==> src/tkhk_pkg.sv <==
// Shared types and constants for the top-k hot key pool.
package tkhk_pkg;

    localparam int KEY_W       = 64;
    localparam int COUNT_W     = 8;
    localparam int SLOT_W      = 4;
    localparam int STATUS_W    = 2;
    localparam int MAX_RESULTS = 16;

    localparam logic CMD_OFFER = 1'b0;
    localparam logic CMD_DUMP  = 1'b1;

    localparam logic [STATUS_W-1:0] STAT_DROPPED  = 2'd0;
    localparam logic [STATUS_W-1:0] STAT_INSERTED = 2'd1;
    localparam logic [STATUS_W-1:0] STAT_DUMP     = 2'd2;

    typedef struct packed {
        logic               cmd;
        logic [KEY_W-1:0]   key_tag;
        logic [COUNT_W-1:0] access_count;
    } t_in;

    typedef struct packed {
        logic [STATUS_W-1:0] status;
        logic [SLOT_W-1:0]   slot;
        logic                entry_valid;
        logic [KEY_W-1:0]    entry_key;
        logic [COUNT_W-1:0]  entry_count;
        logic                last;
    } t_out;

    typedef struct packed {
        logic               used;
        logic [COUNT_W-1:0] count;
        logic [KEY_W-1:0]   key;
    } t_entry;

    localparam t_entry EMPTY_ENTRY = '{used: 1'b0, count: '0, key: '0};

    typedef enum logic [1:0] {
        OP_HOLD,
        OP_REMOVE,
        OP_INSERT,
        OP_ROTATE
    } t_cell_op;

    typedef struct packed {
        t_cell_op           op;
        logic               full;
        logic [KEY_W-1:0]   key;
        logic [COUNT_W-1:0] count;
    } t_cell_ctrl;

    typedef enum logic [1:0] {
        ST_IDLE,
        ST_INSERT,
        ST_DUMP
    } t_state;

endpackage

==> src/tkhk_cell.sv <==
// One slot of the sorted pool: holds an entry and moves it to or from its neighbors.
module tkhk_cell import tkhk_pkg::*; (
    input  logic       i_clk,
    input  logic       i_rst_n,
    input  t_cell_ctrl i_ctrl,
    input  logic       i_seen,
    output logic       o_seen,
    input  logic       i_ge_lo,
    input  logic       i_ge_hi,
    output logic       o_ge,
    input  t_entry     i_lower,
    input  t_entry     i_upper,
    output t_entry     o_entry,
    output logic       o_load
);

    t_entry r_entry;
    t_entry n_entry;
    logic   match;

    // A matching key at or below this slot means this slot takes its upper neighbor.
    assign match  = r_entry.used && (r_entry.key == i_ctrl.key);
    assign o_seen = i_seen | match;

    // Counts are ascending and entries packed, so this flag is monotonic along the row.
    assign o_ge = !r_entry.used || (r_entry.count >= i_ctrl.count);

    assign o_load = (i_ctrl.op == OP_INSERT) &&
                    (i_ctrl.full ? (!o_ge && i_ge_hi) : (o_ge && !i_ge_lo));

    assign o_entry = r_entry;

    always_comb begin
        n_entry = r_entry;
        case (i_ctrl.op)
            OP_REMOVE: begin
                if (o_seen) begin
                    n_entry = i_upper;
                end
            end
            OP_INSERT: begin
                if (o_load) begin
                    n_entry = '{used: 1'b1, count: i_ctrl.count, key: i_ctrl.key};
                end else if (i_ctrl.full && !i_ge_hi) begin
                    n_entry = i_upper;
                end else if (!i_ctrl.full && i_ge_lo) begin
                    n_entry = i_lower;
                end
            end
            OP_ROTATE: begin
                n_entry = i_upper;
            end
            default: begin
                n_entry = r_entry;
            end
        endcase
    end

    // The key tag carries no reset; only the used flag and the count are cleared.
    always_ff @(posedge i_clk) begin
        r_entry.key <= n_entry.key;
        if (!i_rst_n) begin
            r_entry.used  <= 1'b0;
            r_entry.count <= '0;
        end else begin
            r_entry.used  <= n_entry.used;
            r_entry.count <= n_entry.count;
        end
    end

endmodule

==> src/top_k_hot_key_pool_top.sv <==
// Top level of the top-k hot key pool: a row of slot cells and the command sequencer.
// An offer runs in two steps: the removal pass in the accept cycle, then the insertion,
// which waits for a free output register and writes the offer's transaction into it.
// A new transaction is taken only in the idle state; a dump walks the whole row by
// rotation, one slot per step, and holds a step while a result waits on output stall.
// Reset clears every slot's used flag and count; key tags are left as they are.
module top_k_hot_key_pool_top import tkhk_pkg::*; #(
    parameter int POOL_ENTRIES = 16
) (
    input  logic i_clk,
    input  logic i_rst_n,
    input  logic i_in_valid,
    output logic o_in_stall,
    input  t_in  i_in_data,
    output logic o_out_valid,
    input  logic i_out_stall,
    output t_out o_out_data
);

    localparam int IW = $clog2(POOL_ENTRIES);

    // Sequencer state. The captured key and count feed the insertion cycle.
    t_state             r_state;
    t_state             n_state;
    logic [KEY_W-1:0]   r_key;
    logic [COUNT_W-1:0] r_count;
    logic [IW-1:0]      r_idx;
    logic [IW-1:0]      n_idx;

    // Output register that decouples the row from the downstream side.
    logic r_out_valid;
    logic n_out_valid;
    t_out r_out;
    t_out n_out;
    logic out_free;
    logic out_load;

    // Row wiring.
    t_cell_ctrl    ctrl;
    t_entry        cell_entry [POOL_ENTRIES];
    logic          seen_out   [POOL_ENTRIES];
    logic          ge         [POOL_ENTRIES];
    logic          load       [POOL_ENTRIES];
    logic [IW-1:0] ins_slot;
    logic [IW+3:0] ins_slot_ext;
    logic [IW+3:0] idx_slot_ext;
    logic [8:0]    idx_ext;
    logic          in_accept;
    logic          full;
    logic          drop;
    logic          emit;
    logic          step;
    logic          dump_end;

    assign o_in_stall  = (r_state != ST_IDLE);
    assign in_accept   = i_in_valid && !o_in_stall;
    assign out_free    = !r_out_valid || !i_out_stall;
    assign o_out_valid = r_out_valid;
    assign o_out_data  = r_out;

    // The pool is full when the top slot is occupied, since entries are packed from slot 0.
    // A full pool drops the offer when its count is not above the lowest entry.
    assign full = cell_entry[POOL_ENTRIES-1].used;
    assign drop = full && ge[0];

    // The row of cells. Each cell sees its neighbors' entries and ordering flags;
    // the top cell takes an empty entry on removal and wraps to slot 0 on rotation.
    for (genvar g = 0; g < POOL_ENTRIES; g++) begin : g_cell
        t_entry lower;
        t_entry upper;
        logic   seen_in;
        logic   ge_lo;
        logic   ge_hi;

        if (g == 0) begin : g_first
            assign lower   = EMPTY_ENTRY;
            assign seen_in = 1'b0;
            assign ge_lo   = 1'b0;
        end else begin : g_mid_lo
            assign lower   = cell_entry[g-1];
            assign seen_in = seen_out[g-1];
            assign ge_lo   = ge[g-1];
        end

        if (g == POOL_ENTRIES - 1) begin : g_last
            assign upper = (ctrl.op == OP_ROTATE) ? cell_entry[0] : EMPTY_ENTRY;
            assign ge_hi = 1'b1;
        end else begin : g_mid_hi
            assign upper = cell_entry[g+1];
            assign ge_hi = ge[g+1];
        end

        tkhk_cell u_cell (
            .i_clk   (i_clk),
            .i_rst_n (i_rst_n),
            .i_ctrl  (ctrl),
            .i_seen  (seen_in),
            .o_seen  (seen_out[g]),
            .i_ge_lo (ge_lo),
            .i_ge_hi (ge_hi),
            .o_ge    (ge[g]),
            .i_lower (lower),
            .i_upper (upper),
            .o_entry (cell_entry[g]),
            .o_load  (load[g])
        );
    end

    // Exactly one cell loads the new key on an insert; its position is the reported slot.
    always_comb begin
        ins_slot = '0;
        for (int i = 0; i < POOL_ENTRIES; i++) begin
            if (load[i]) begin
                ins_slot = ins_slot | IW'(i);
            end
        end
    end

    assign ins_slot_ext = (IW + 4)'(ins_slot);
    assign idx_slot_ext = (IW + 4)'(r_idx);
    assign idx_ext      = 9'(r_idx);

    // During a dump the row rotates one slot per step, so slot 0 always holds the entry
    // at r_idx and slot 1 the one after it. Occupied entries form a prefix, so the
    // number reported so far equals r_idx. An empty pool still gives one transaction.
    assign emit = (idx_ext < 9'(MAX_RESULTS)) &&
                  (cell_entry[0].used || (r_idx == '0));
    assign step = !emit || out_free;
    assign dump_end = (r_idx == IW'(POOL_ENTRIES - 1));

    // Next state.
    always_comb begin
        n_state = r_state;
        case (r_state)
            ST_IDLE: begin
                if (in_accept) begin
                    n_state = (i_in_data.cmd == CMD_DUMP) ? ST_DUMP : ST_INSERT;
                end
            end
            ST_INSERT: begin
                if (out_free) begin
                    n_state = ST_IDLE;
                end
            end
            ST_DUMP: begin
                if (step && dump_end) begin
                    n_state = ST_IDLE;
                end
            end
            default: begin
                n_state = ST_IDLE;
            end
        endcase
    end

    // Outputs of the sequencer: cell command, dump index and the result to register.
    always_comb begin
        ctrl       = '{op: OP_HOLD, full: full, key: r_key, count: r_count};
        n_idx      = r_idx;
        out_load   = 1'b0;
        n_out      = '0;
        case (r_state)
            ST_IDLE: begin
                n_idx = '0;
                // The removal pass runs straight off the accepted transaction.
                if (in_accept && (i_in_data.cmd == CMD_OFFER)) begin
                    ctrl.op  = OP_REMOVE;
                    ctrl.key = i_in_data.key_tag;
                end
            end
            ST_INSERT: begin
                if (out_free) begin
                    out_load     = 1'b1;
                    n_out.last   = 1'b1;
                    if (drop) begin
                        n_out.status = STAT_DROPPED;
                    end else begin
                        ctrl.op      = OP_INSERT;
                        n_out.status = STAT_INSERTED;
                        n_out.slot   = ins_slot_ext[SLOT_W-1:0];
                    end
                end
            end
            ST_DUMP: begin
                if (step) begin
                    ctrl.op = OP_ROTATE;
                    n_idx   = r_idx + 1'b1;
                end
                if (emit && out_free) begin
                    out_load          = 1'b1;
                    n_out.status      = STAT_DUMP;
                    n_out.slot        = idx_slot_ext[SLOT_W-1:0];
                    n_out.entry_valid = cell_entry[0].used;
                    n_out.entry_key   = cell_entry[0].used ? cell_entry[0].key : '0;
                    n_out.entry_count = cell_entry[0].count;
                    n_out.last        = dump_end || !cell_entry[0].used ||
                                        !cell_entry[1].used ||
                                        (idx_ext == 9'(MAX_RESULTS - 1));
                end
            end
            default: begin
                ctrl.op = OP_HOLD;
            end
        endcase
    end

    always_comb begin
        n_out_valid = r_out_valid;
        if (out_load) begin
            n_out_valid = 1'b1;
        end else if (!i_out_stall) begin
            n_out_valid = 1'b0;
        end
    end

    always_ff @(posedge i_clk) begin
        if (!i_rst_n) begin
            r_state     <= ST_IDLE;
            r_idx       <= '0;
            r_out_valid <= 1'b0;
        end else begin
            r_state     <= n_state;
            r_idx       <= n_idx;
            r_out_valid <= n_out_valid;
        end
    end

    // Payload registers carry no reset.
    always_ff @(posedge i_clk) begin
        if (in_accept) begin
            r_key   <= i_in_data.key_tag;
            r_count <= i_in_data.access_count;
        end
        if (out_load) begin
            r_out <= n_out;
        end
    end

endmodule
==> config.mk <==
export PLATFORM = sky130hd
export DESIGN_NAME = top_k_hot_key_pool_top
export DESIGN_NICKNAME = d
export VERILOG_FILES = /design/src/tkhk_pkg.sv /design/src/tkhk_cell.sv /design/src/top_k_hot_key_pool_top.sv
export SDC_FILE = /design/constraint.sdc
export NUM_CORES = 2
export LEC_CHECK = 0
export BUFFER_PORTS_ARGS = -buffer_cell sky130_fd_sc_hd__buf_2
export CAP_MARGIN = 20
export CORE_MARGIN = 10
export CORE_UTILIZATION = 45
export CTS_BUF_LIST = sky130_fd_sc_hd__clkbuf_8
export CTS_CLUSTER_DIAMETER = 30
export DETAILED_ROUTE_END_ITERATION = 6
export HOLD_SLACK_MARGIN = 0.1
export RECOVER_POWER = 50
export SETUP_SLACK_MARGIN = 0.02
export SYNTH_ARGS = -nofsm -noshare
export SYNTH_HDL_FRONTEND = slang
export SYNTH_HIERARCHICAL = 1
export SYNTH_SLANG_ARGS = --single-unit
export TNS_END_PERCENT = 20
==> constraint.sdc <==
create_clock -name i_clk -period 7.5 [get_ports i_clk]
set_clock_uncertainty 0.15 [all_clocks]
set_input_delay 1.5 -clock i_clk [delete_from_list [all_inputs] [get_ports i_clk]]
set_output_delay 1.5 -clock i_clk [all_outputs]
set_load 0.02 [all_outputs]
## After elaboration in Yosys (flattened, before gate mapping)

Index checks and enable logic that the tools add are counted.

- Logic and storage cells: 454
- Input bits: 77
- Output and inout bits: 82
- Flip-flop bits (word level): 1,327

- Muxes and demuxes: 136
- Bitwise operators: 16
- Equal/unequal tests: 59
- Add/sub/neg operators: 1
- Reduce and logical (&&, ||, !) cells: 166
- Magnitude comparators: 17

Operators with widths:

| operator | count |
|---|---|
| 73-bit two-way mux | 63 |
| 73-bit case mux with 3 select lines | 16 |
| 64-bit == test | 16 |
| 64-bit two-way mux | 3 |
| 8-bit >= comparator | 16 |
| 1-bit logical AND | 83 |
| 80-bit two-way mux | 1 |
| 4-bit by 1-bit inequality test with 1-bit output (second input constant) | 14 |
| 3-bit AND reduction | 18 |
| 4-bit two-way mux | 10 |
| 1-bit logical NOT | 36 |
| 2-bit by 1-bit inequality test with 1-bit output (second input constant) | 17 |
| 1-bit two-way mux | 23 |
| 1-bit logical OR | 22 |
| 2-bit two-way mux | 9 |
| 1-bit bitwise OR | 15 |
| 3-bit two-way mux | 4 |
| 2-bit case mux with 3 select lines | 2 |
| 6-bit case mux with 2 select lines | 1 |
| 2-bit inequality test (second input constant) | 4 |
| 4-bit case mux with 2 select lines | 1 |
| 2-bit == test (second input constant) | 3 |
| 6-bit two-way mux | 1 |
| 4-bit by 5-bit less-than comparator with 1-bit output (second input constant) | 1 |
| 12 further kinds | 16 |

## Depth between registers and ports, before layout

- Word-level depth: 27
- Gate-level depth with buffers: 34
- Mapped depth without buffers: 30

## Modules after synthesis

Netlist, hierarchy kept.

By module, submodules not included:

| module | cells each | times used | area each (um^2) | seq. area each (um^2) |
|---|---|---|---|---|
| tkhk_cell (g_cell[10].u_cell ...) | 492 | 15 | 4,699.5 | 2,102.0 |
| top_k_hot_key_pool_top | 615 | 1 | 7,247.0 | 4,704.5 |
| tkhk_cell (g_cell[0].u_cell) | 492 | 1 | 4,695.8 | 2,102.0 |

## Least setup slack after synthesis

Ideal clock, no wire load.

- Path kind: input port to flip-flop
- Start: input i_in_data[72] in the netlist's numbering
- End: register g_cell[15].u_cell.r_entry (netlist bit g_cell[15].u_cell/o_entry[70])
- Path slack: 462 ps
- Arrival: 6,756 ps
- Buffers on the path: 4
- Cell stages on the path: 32
- Setup time: 132 ps
- Data required time: 7,218 ps
- Cell sequence: nand3b_1 inv_1 buf_2 buf_2 nand2_1 nand2_1 inv_1 o2111ai_1 nor4_1 nand4_1 o21bai_1 o21bai_1 o21bai_1 o21bai_1 o21bai_1 o21bai_1 o21bai_1 o21bai_1 o21bai_1 o21bai_1 o21bai_1 o21bai_1 o21bai_1 o21bai_1 o21bai_1 or2_2 a41o_1 and3_1 buf_6 buf_8 o21ai_2 a21oi_2

RTL lines:

| item | RTL line | text |
|---|---|---|
| start, declared | top_k_hot_key_pool_top.sv:14 | `input t_in i_in_data,` |
| end, declared | tkhk_cell.sv:17 | `t_entry r_entry;` |

==> results.sh <==
export IMPL_status="finished, violations left"
export IMPL_violations="max-capacitance violations, max-slew violations"
export IMPL_ir_drop_v=0.0001788
export IMPL_relSlewSlack_pct=-173.4
export IMPL_path_max_fanout=62
export IMPL_wl_per_cell_um=31.47
export IMPL_cts_buffers=385
export IMPL_setup_viol=0
export IMPL_finalWorstSetupSlack_ps=295.2
export IMPL_finalCritPeriodShare_pct=96.06
export IMPL_fill_cells=16860
export IMPL_maxSlewViolCount=612
export IMPL_first_global_vias=72430
export IMPL_syn_avg_cell_area_um2=9.715
export IMPL_vias=77220
export IMPL_cts_tree="built"
export IMPL_yosys_warnings=6
export IMPL_place_area_um2=86990
export IMPL_fin_util_pct=51.97
export IMPL_viasPerCell=6.646
export IMPL_ioPinCount=159
export IMPL_port_buffers=158
export IMPL_reg2reg_slack_ps=300
export IMPL_grt_max_degree=89
export IMPL_instances_no_fill=11620
export IMPL_grt_usage_pct=34.97
export IMPL_nets=9099
export IMPL_core_area_um2=182700
export IMPL_crit_type="reg2reg"
export IMPL_cts_setup_buffers=0
export IMPL_area_delta_synth_final_pct=15.20
export IMPL_overflow=0
export IMPL_placedCellCount=10890
export IMPL_grt_pass1_wl_um=522700
export IMPL_whs_ps=350.8
export IMPL_ant_nets=0
export IMPL_dp_slack_ps=-208.7
export IMPL_final_hold_violation_count=0
export IMPL_clk_pin_slew_worst_paths_ps=50
export IMPL_rows=157
export IMPL_cp_required_ps=8240
export IMPL_fmax_mhz=138.8
export IMPL_antenna_found_initial=40
export IMPL_cts_num_sinks=1327
export IMPL_cts_resized=0
export IMPL_die_w_um=448.0
export IMPL_worst_pin_slew_ps=4100
export IMPL_drive_gt1_share_pct=13.24
export IMPL_initial_core_util_pct=45.11
export IMPL_synthCells=8483
export IMPL_first_pass_iters=7
export IMPL_rsz0062_at_grt="no"
export IMPL_h_tree_depth=5
export IMPL_dieArea_um2=200700
export IMPL_hold_class="reg2reg"
export IMPL_wl_um=365600
export IMPL_clock_path_buffers=4
export IMPL_place_congestion=0.9954
export IMPL_place_hpwl_um=257400
export IMPL_cap_violations=17
export IMPL_die_h_um=448.0
export IMPL_worstPathArrival_ps=7940
export IMPL_syn_area_um2=82410
export IMPL_endpoint_kind="register"
export IMPL_power_density_nw_per_um2=352.0
export IMPL_cp_start_kind="register"
export IMPL_power_leakage_nw=32.95
export IMPL_clkLatencyLatePin_ps=1090
export IMPL_drcViolationCount=0
export IMPL_ctsHoldBuffers=0
export IMPL_cts_root_buf="clkbuf_8"
export IMPL_detail_route_iter0_violations=11910
export IMPL_design_area_um2=94940
export IMPL_post_route_min_period_ps=7205
[worst paths after layout]
kind	startpoint	end	cells past startpoint
hold / removal	r_state[0]	r_state[0]	2
setup / recovery	r_count[1]	g_cell[3].u_cell/o_entry[37]	15
setup reg to reg	r_count[1]	g_cell[3].u_cell/o_entry[37]	15
hold reg to reg	r_state[0]	r_state[0]	2
[cells in the final DEF, fill, tap and decap left out, types with 236 or more instances in the layout]
master / instances
buf_4: 236
edfxtp_1: 1176
o21ai_0: 263
o22ai_1: 912
clkbuf_8: 402
inv_1: 359
nand2_1: 345
nand2b_1: 257
xnor2_1: 736
nor2_1: 961
a21oi_1: 1031
[report_power, final]
group          switching, W  leakage [nW]  total (W)  internal, W
Sequential          0.00193          12.2     0.0121       0.0101
Clock               0.00409          4.36     0.0108      0.00673
Combinational       0.00689          16.4     0.0105      0.00364
Total                0.0129          32.9     0.0334       0.0205
[metrics by stage]
step	total power (W)	TNS (ps)
after floorplan	0.01812	0
after global placement	0.02204	-19050
after detailed placement	0.02220	-21870
after CTS	0.03299	0
after global routing	0.03458	0
final	0.03341	0
[flip-flops by register name, summed over array words and instances, names as in the netlist]
register	cells
r_idx	4
r_state	2
g_cell.u_cell/o_entry	1168
o_out_data	80
r_key	64
o_out_valid	1
r_count	8
[critical path, stage by stage, from the launching register on]
cell and delay [ps]:
edfxtp_1 310, clkbuf_1 1740, inv_1 150, ha_1 390, o211ai_1 260, o21ai_2 130, a21o_4 290, a21oi_1 430
a21oi_1 140, nor2_4 160, buf_12 300, nor2b_4 450, o21a_1 1210, clkbuf_2 510, nor2_1 110, a21oi_1 160
[routing by layer]
| layer | track usage [%] | vias up | wire length (um) |
|---|---|---|---|
| li1 | - | 32960 | - |
| met1 | 46.56 | 37120 | 140000 |
| met2 | 47.89 | 6046 | 147300 |
| met3 | 11.88 | 1075 | 51420 |
| met4 | 22.99 | 22 | 26600 |
| met5 | 0.4500 | - | 261 |
[final cells by class]
| class | count | area, um2 | share of cell area, % |
|---|---|---|---|
| diodes | 46 | 115.1 | 0.1212 |
| clock buffers | 402 | 5533 | 5.828 |
| clock inverters | 284 | 2671 | 2.814 |
| inverters | 312 | 1171 | 1.234 |
| multi-input cells | 6405 | 40910 | 43.09 |
| flip-flops and latches | 1327 | 38340 | 40.39 |
| well taps | 2385 | 2984 | 3.143 |
| repair buffers | 457 | 3217 | 3.388 |
Note: power is estimated with default switching activity, not from simulation.
